===== config.mk =====
export PLATFORM = sky130hd
export DESIGN_NAME = fcc_front
export DESIGN_NICKNAME = d
export VERILOG_FILES = /design/src/rtl/core/fcc_pkg.sv /design/src/rtl/core/fcc_front.sv
export SDC_FILE = /design/constraint.sdc
export NUM_CORES = 1
export LEC_CHECK = 0
export BUFFER_PORTS_ARGS = -buffer_cell sky130_fd_sc_hd__buf_2
export CAP_MARGIN = 40
export CORE_AREA = 2 2 483 485
export DETAILED_ROUTE_END_ITERATION = 8
export DIE_AREA = 0 0 485 487
export GPL_ROUTABILITY_DRIVEN = 0
export SLEW_MARGIN = 0
export SYNTH_ARGS = -nofsm -noshare
export SYNTH_HDL_FRONTEND = slang
export SYNTH_SLANG_ARGS = --single-unit

===== constraint.sdc =====
create_clock -name clk -period 21.6 [get_ports clk]
set_clock_uncertainty 0.1 [all_clocks]
set_input_delay 6.48 -clock clk [delete_from_list [all_inputs] [get_ports clk]]
set_output_delay 6.48 -clock clk [all_outputs]
set_load 0.005 [all_outputs]

===== src/rtl/core/fcc_pkg.sv =====
`timescale 1ns / 1ps
// ----------------------------------------------------------------------------
// fcc_pkg: shared types and constants of the frustum cull classifier
// Plane count, coefficient widths, operation and class codes, and the
// descriptor word that travels from the front end to the back end.
// ----------------------------------------------------------------------------
package fcc_pkg;

	localparam int NumPlanes  = 6;
	localparam int CoefWidth  = 32;
	localparam int FracBits   = 16;
	localparam int PlaneBits  = 3;
	localparam int QueueDepth = 2;

	// Products are 32x32 = 64 bits; a sum of four plus a box term fits in 70.
	localparam int AccWidth = 70;

	typedef enum logic [1:0] {
		OP_LOAD   = 2'd0,
		OP_POINT  = 2'd1,
		OP_SPHERE = 2'd2,
		OP_BOX    = 2'd3
	} op_t;

	typedef enum logic [1:0] {
		CLASS_INSIDE    = 2'd0,
		CLASS_INTERSECT = 2'd1,
		CLASS_OUTSIDE   = 2'd2
	} class_t;

	// Test word handed to the back end.
	typedef struct packed {
		op_t                op;
		logic signed [31:0] vec_x;
		logic signed [31:0] vec_y;
		logic signed [31:0] vec_z;
		logic [30:0]        radius;
		logic [30:0]        half_x;
		logic [30:0]        half_y;
		logic [30:0]        half_z;
	} test_t;

	typedef struct packed {
		logic signed [CoefWidth-1:0] a;
		logic signed [CoefWidth-1:0] b;
		logic signed [CoefWidth-1:0] c;
		logic signed [CoefWidth-1:0] d;
	} plane_t;

endpackage


===== src/rtl/core/fcc_front.sv =====
`timescale 1ns / 1ps
// ----------------------------------------------------------------------------
// fcc_front: input decode and plane store
// Writes plane loads into the store and pushes test words into a short queue.
// ----------------------------------------------------------------------------
module fcc_front (
	input  logic                 clk,
	input  logic                 arst_n,
	input  logic                 valid,
	output logic                 stall,
	input  logic [1:0]           operation,
	input  logic [2:0]           plane_index,
	input  logic signed [31:0]   vec_x,
	input  logic signed [31:0]   vec_y,
	input  logic signed [31:0]   vec_z,
	input  logic signed [31:0]   plane_offset,
	input  logic [30:0]          radius,
	input  logic [30:0]          half_x,
	input  logic [30:0]          half_y,
	input  logic [30:0]          half_z,
	input  logic                 busy,
	output fcc_pkg::plane_t      planes [fcc_pkg::NumPlanes],
	output logic                 q_valid,
	output fcc_pkg::test_t       q_word,
	input  logic                 q_pop
);

	fcc_pkg::plane_t planes_q [fcc_pkg::NumPlanes];
	fcc_pkg::test_t  mem_q [fcc_pkg::QueueDepth];
	logic            wr_ptr_q, rd_ptr_q;
	logic [1:0]      cnt_q;
	logic            is_load, push, full;

	assign is_load = (fcc_pkg::op_t'(operation) == fcc_pkg::OP_LOAD);
	assign full    = (cnt_q == 2'(fcc_pkg::QueueDepth));
	// A load must not change planes under a test still queued or running.
	assign stall   = is_load ? (cnt_q != 2'd0 || busy) : full;
	assign push    = valid && !stall && !is_load;

	always_ff @(posedge clk or negedge arst_n) begin
		if (!arst_n) begin
			for (int i = 0; i < fcc_pkg::NumPlanes; i++) begin
				planes_q[i] <= '0;
			end
		end else if (valid && !stall && is_load
				&& plane_index < 3'(fcc_pkg::NumPlanes)) begin
			planes_q[plane_index] <= '{vec_x, vec_y, vec_z, plane_offset};
		end
	end

	always_ff @(posedge clk) begin
		if (push) begin
			mem_q[wr_ptr_q] <= '{fcc_pkg::op_t'(operation), vec_x, vec_y, vec_z,
				radius, half_x, half_y, half_z};
		end
	end

	always_ff @(posedge clk or negedge arst_n) begin
		if (!arst_n) begin
			wr_ptr_q <= 1'b0;
			rd_ptr_q <= 1'b0;
			cnt_q    <= 2'd0;
		end else begin
			if (push) wr_ptr_q <= ~wr_ptr_q;
			if (q_pop) rd_ptr_q <= ~rd_ptr_q;
			cnt_q <= cnt_q + 2'(push) - 2'(q_pop);
		end
	end

	assign planes  = planes_q;
	assign q_valid = (cnt_q != 2'd0);
	assign q_word  = mem_q[rd_ptr_q];

endmodule


==> impl_results.md, run 1 <==
- Routed len/inst: 23.4 microns
- Post_cts resized: 0
- First-pass GRT wire length: about 220 mm
- I/O pins: 1,254
- Main synth FF type: dfrtp_1
- Total CTS buffers: about 140
- Gr ovfl total: 0
- Startpoint Class: primary input
- Sequential Power Share: 0.438
- Gr usage total: 0.131
- Syn nets: around 2,600
- Initial antenna violation count: 82
- Synth area leaders: dfrtp_1 (43%), edfxtp_1 (30%), mux2_2 (25%)
- CP Capture Type: output port
- Critical path fanouts, max: 6
- Final setup violation count: 0
- Post-route DRC: 0
- Post-synth top area cell: dfrtp_1
- Post-CTS Setup Repair Bufs: 0
- Count of flip-flops with a built-in enable after synthesis: between 400 and 500
- Arrival @ worst endpoint: roughly 7300 ps
- CTS root buf: clkbuf_16
- Die width: a little under 500 microns
- Clock buffer depth: 3
- Static Leak: roughly 28 nW
- Worst min path class: flip-flop to flip-flop
- Initial DRC count: approximately 1,500
- Post-synth top area share: 0.433
- Vias per cell: just under 4
- Power Density: ~120 nW/um^2
- Max Clk Rate: roughly 72 MHz
- Max cap viols: 0
- FILL cells: 23,730
- Vias: between 20,000 and 30,000
- Port Buffers: ~1,300
- Die Area: 236,000 sq um
- Final hold viol count: 0
- RSZ-0062 raised after global routing: no
- Final HPWL DP: around 120 mm
- Die H: slightly below 500 microns
- CP Class: primary input to output port
- Syn Area/Cell: 19.1 sq um
- CP required: 15,020 ps
- DRT Pass-1 Iters: 5
- Sw Pwr: ~2.1 mW
- VDD IR max: around 0.11 mV
- Sw frac: 0.288
- Layout cells sized above 1: 0.662
- Sequential area share after synthesis: 0.731
- Core ar.: approximately 230,000 sq um
- Slew Limit Fails: 0
- CTS HTree Levels: 4
- Vias in the first global route: 27,614
- Yosys reg bits: ~1,200
- CTS clk-pin slew, worst paths: roughly 50 ps
- Status: completed
- Synth top cells by count: mux2_2 (986), dfrtp_1 (772), edfxtp_1 (444)
- Total routed wirelength: 161 mm
- Worst slew margin: 0.383
- Largest net degree at the start of global routing: around 140
- Mapped cell area: roughly 45,000 sq um
- Register area: 32,700 sq um
- Synth cell types: 27
- Initial core utilization: 0.193
- Combinational power share: 0.234
- CTS tree: yes
- Hold Buf Count CTS: 0
- Tcrit/Tclk final: 0.640
- Cells after Synth: 2,343
- Post-route ant nets: 0
- Clk pwr share: 0.328
- Pint: ~5.1 mW
- Nets: between 3,000 and 4,000
- Count leader, synth: mux2_2
- Area delta synth->final: 33.4%
- Multi-input combinational cell area: 11,400 sq um
- Clock sink total: between 1,000 and 1,500
- Final Util: 0.257
- Total number of yosys warnings: 0
- Setup TNS: 0 ps
- Worst slew pin tran: about 920 ps
- Worst-skew pair later-pin latency: between 700 and 800 ps
- Final min period: approximately 14,000 ps
- Post-synth ARST share: 0.635
- Rows: ~180
-- cell usage in the layout (no fill, tap or decap), types with 5 or more instances in the layout --
master and instances:
diode_2 37, clkinv_16 5, buf_16 15, edfxtp_1 444, inv_16 5, buf_2 1252, mux2_2 986, bufinv_16 7
clkbuf_16 140, clkinvlp_4 5, clkbuf_8 17, clkinv_2 18, clkbuf_1 40, buf_4 36, dfrtp_1 771
-- worst paths after layout --
kind	start	end	slack, ps	depth (start not counted)
worst max-delay path	operation[1]	stall	7770	4
min in group asynchronous	arst_n	planes[218]	5680	1
worst min register to register	planes[195]	planes[195]	400	1
worst min-delay path	planes[195]	planes[195]	400	1
max in group asynchronous	arst_n	planes[99]	12890	5
worst max register to register	cnt_q[1]	mem_q[1][88]	17500	6
-- registers in the layout, indices dropped and copies added (netlist names) --
| name | cells |
|---|---|
| cnt_q | 2 |
| mem_q | 444 |
| planes | 768 |
| rd_ptr_q | 1 |
| wr_ptr_q | 1 |
-- power by group through the flow --
stage	sequential, mW	clock, mW	combinational (mW)
6_report	3.15	2.36	1.68
5_1_grt	3.21	2.53	1.80
4_1_cts	3.16	2.44	1.72
3_5_place_dp	3.19	0	1.71
3_3_place_gp	3.17	0	1.68
2_1_floorplan	3.24	0	0.704
-- layout make-up --
type                    count  share of cell area
clock inverters            53              0.0120
flip-flops and latches   1216               0.548
diodes                     37             0.00155
clock buffers             197              0.0653
well taps                3043              0.0639
repair buffers           1305               0.117
multi-input cells        1016               0.191
inverters                   2            0.000126
-- cells by family (layout without fill, tap and decap cells) --
| kind of cell | after synthesis | in the layout | synth area share |
|---|---|---|---|
| flip-flops | 1216 | 1216 | 0.731 |
| multiplexers | 990 | 990 | 0.250 |
| buffers and inverters | 111 | 1557 | 0.0146 |
| AND/OR/NAND/NOR | 17 | 17 | 0.00216 |
| XOR/XNOR | 4 | 4 | 0.000785 |
| AO/OA/AOI/OAI | 3 | 3 | 0.000953 |
| adder cells (fa/ha/maj) | 2 | 2 | 0.000560 |
| other | 0 | 37 | 0 |
-- through the flow --
stage                     cell area (sq um)  cells  hold WS (ps)  power (mW)  worst slack (ps)
final                                 59500   6869           396        7.20              7770
after global placement                54400   6567           372        4.84              7750
after detailed placement              54900   6582           380        4.90              7780
after CTS                             59500   6832           393        7.31              7790
after floorplan                       44700   2343           352        3.94              4710
after global routing                  59500   6844           405        7.55              7740
-- layer usage --
layer  GRT usage  up-vias  share of wire  routed length [microns]
met1       0.151    14002           0.39                    61900
met2       0.214     1250           0.47                    75900
met5           0        -         0.0011                      178
met3      0.0543      304           0.10                    16600
met4      0.0524       28          0.037                     5950
li1            -    11386              -                        -
-- critical path, cell delays in order --
cell and delay, ps:
buf_2 130, nor2_1 340, a21o_1 180, buf_2 120
Power figures use the tool's default switching activity.
==> run 2: changes to the inputs <==
- clock period: 21.6 -> 13.5 ns (I/O delays scaled with it)
==> run 2 against run 1 <==
- clock-buffer cell count is 4 lower
- final cell count down 0.19%
- power is 59% higher
- critical path type unchanged
==> impl_results.md, run 2 (synthesis results as in run 1) <==
- Crit. Startpoint: operation[1]
- Startpoint Class: primary input
- Post_cts resized: 0
- Worst slew pin tran: a little under 900 ps
- Vias: approximately 27,000
- Capture point of the worst reg-to-reg path: planes[167]
- Vias in the first global route: ~28,000
- CP Capture Point: stall
- Hold Buf Count CTS: 0
- Post-CTS Setup Repair Bufs: 0
- First-pass GRT wire length: 219 mm
- Rows: approximately 180
- Post-route ant nets: 0
- Die Area: between 200,000 and 250,000 sq um
- Initial core utilization: 0.193
- Layout cells sized above 1: 0.661
- Multi-input combinational cell area: about 11,000 sq um
- Core ar.: 231,000 sq um
- Area delta synth->final: 32.8%
- I/O pins: 1,254
- Commonest non-fill, non-tap cells in the layout: buf_2 (1,252), mux2_2 (986), dfrtp_1 (771)
- Number of flip-flops in the largest register: about 770
- Nets: between 3,000 and 4,000
- Slew Limit Fails: 0
- Max Clk Rate: about 110 MHz
- Die H: slightly below 500 microns
- Max stage delay on crit path: between 300 and 400 ps
- Placed Area: between 50,000 and 60,000 sq um
- Power Density: between 150 and 200 nW/um^2
- VDD IR max: 0.106 mV
- Buf/Inv on CP: 2
- Fin area: 59,300 sq um
- Critical path fanouts, max: 6
- Worst slew margin: 0.412
- Final setup violation count: 0
- Static Leak: 27.8 nW
- CP required: between 9000 and 10,000 ps
- Pint: 8.15 mW
- Gr usage total: 0.130
- Register area: roughly 33,000 sq um
- Critical path's most frequent cell: buf_2
- CTS HTree Levels: 4
- Sw frac: 0.289
- Arrival @ worst endpoint: 4810 ps
- Initial DRC count: roughly 1,200
- CP Capture Type: output port
- Reg2reg start: cnt_q[0]
- CTS root buf: clkbuf_16
- Port Buffers: between 1,000 and 1,500
- Final hold viol count: 0
- CP Cell Sequence: buf_2 -> nor2_1 -> a21o_1 -> buf_2
- Tcrit/Tclk final: 0.664
- Post-route DRC: 0
- Setup TNS: 0 ps
- Vias per cell: slightly below 4
- WP depth: 4
- RSZ-0062 raised after global routing: no
- Total CTS buffers: ~140
- DRT Pass-1 Iters: 5
- Combinational power share: 0.236
- Max cap viols: 0
- CTS tree: yes
- Most common cell after layout, fill and taps aside: buf_2
- Reg2Reg Depth: 6
- CTS clk-pin slew, worst paths: 60 ps
- Worst min path class: flip-flop to flip-flop
- Clock buffer depth: 3
- Clock sink total: approximately 1,200
- Internal reg-to-reg setup slack: roughly 9500 ps
- Clk pwr share: 0.325
- Sw Pwr: roughly 3.3 mW
- Final min period: ~9000 ps
- Status: completed
- Total routed wirelength: between 150 and 200 mm
- FILL cells: between 20,000 and 25,000
- Gr ovfl total: 0
- Initial antenna violation count: 65
- Routed len/inst: 23.3 microns
- CP Class: primary input to output port
- Worst-skew pair later-pin latency: 760 ps
- CP top delay family: simple AND/OR/NAND/NOR gates
- Largest net degree at the start of global routing: 114
- Post-route setup slack: around 4500 ps
- Final HPWL DP: between 100 and 150 mm
- DP Worst Slack: 4540 ps
- Die width: about 490 microns
- Sequential Power Share: 0.439
- Critical path's slowest cell: nor2_1
[run 2: how the worst min path moves through the flow]
stage / end / slack (ps) / cells after the start / startpoint
after global routing: planes[252] / 400 / 1 / planes[252]
after floorplan: cnt_q[1] / 350 / 1 / cnt_q[1]
after CTS: planes[253] / 390 / 1 / planes[253]
after global placement: planes[254] / 370 / 1 / planes[254]
final: planes[253] / 390 / 1 / planes[253]
after detailed placement: planes[253] / 380 / 1 / planes[253]
[run 2: power groups by stage]
stage	combinational (mW)	clock (mW)	sequential, mW
finish	2.71	3.72	5.04
global route	2.92	3.99	5.12
CTS	2.77	3.85	5.04
detailed placement	2.76	0	5.10
global placement	2.73	0	5.05
floorplan	1.13	0	5.16
[run 2: routing by layer]
layer / wire, microns / global-route usage / share of wire / up-vias
li1: - / - / - / 11356
met1: 64400 / 0.157 / 0.40 / 14058
met2: 75500 / 0.212 / 0.47 / 1281
met3: 15200 / 0.0479 / 0.095 / 299
met4: 5010 / 0.0466 / 0.031 / 8
met5: 47 / 0 / 0.00029 / -
[run 2: layout make-up]
| type | count | share of cell area |
|---|---|---|
| clock buffer | 193 | 0.0651 |
| multi-input combinational | 1016 | 0.192 |
| inverter | 2 | 0.000127 |
| timing repair buffer | 1302 | 0.116 |
| tap | 3043 | 0.0642 |
| sequential | 1216 | 0.551 |
| clock inverter | 57 | 0.0105 |
| antenna | 27 | 0.00114 |
[run 2: through the flow]
step | std cells | utilization | total power, mW | hold WS, ps
after floorplan | 2343 | - | 6.29 | 352
after global placement | 6568 | 0.235 | 7.78 | 371
after detailed placement | 6579 | 0.237 | 7.85 | 380
after CTS | 6829 | 0.256 | 11.7 | 393
after global routing | 6842 | 0.256 | 12.0 | 400
final | 6856 | 0.256 | 11.5 | 390
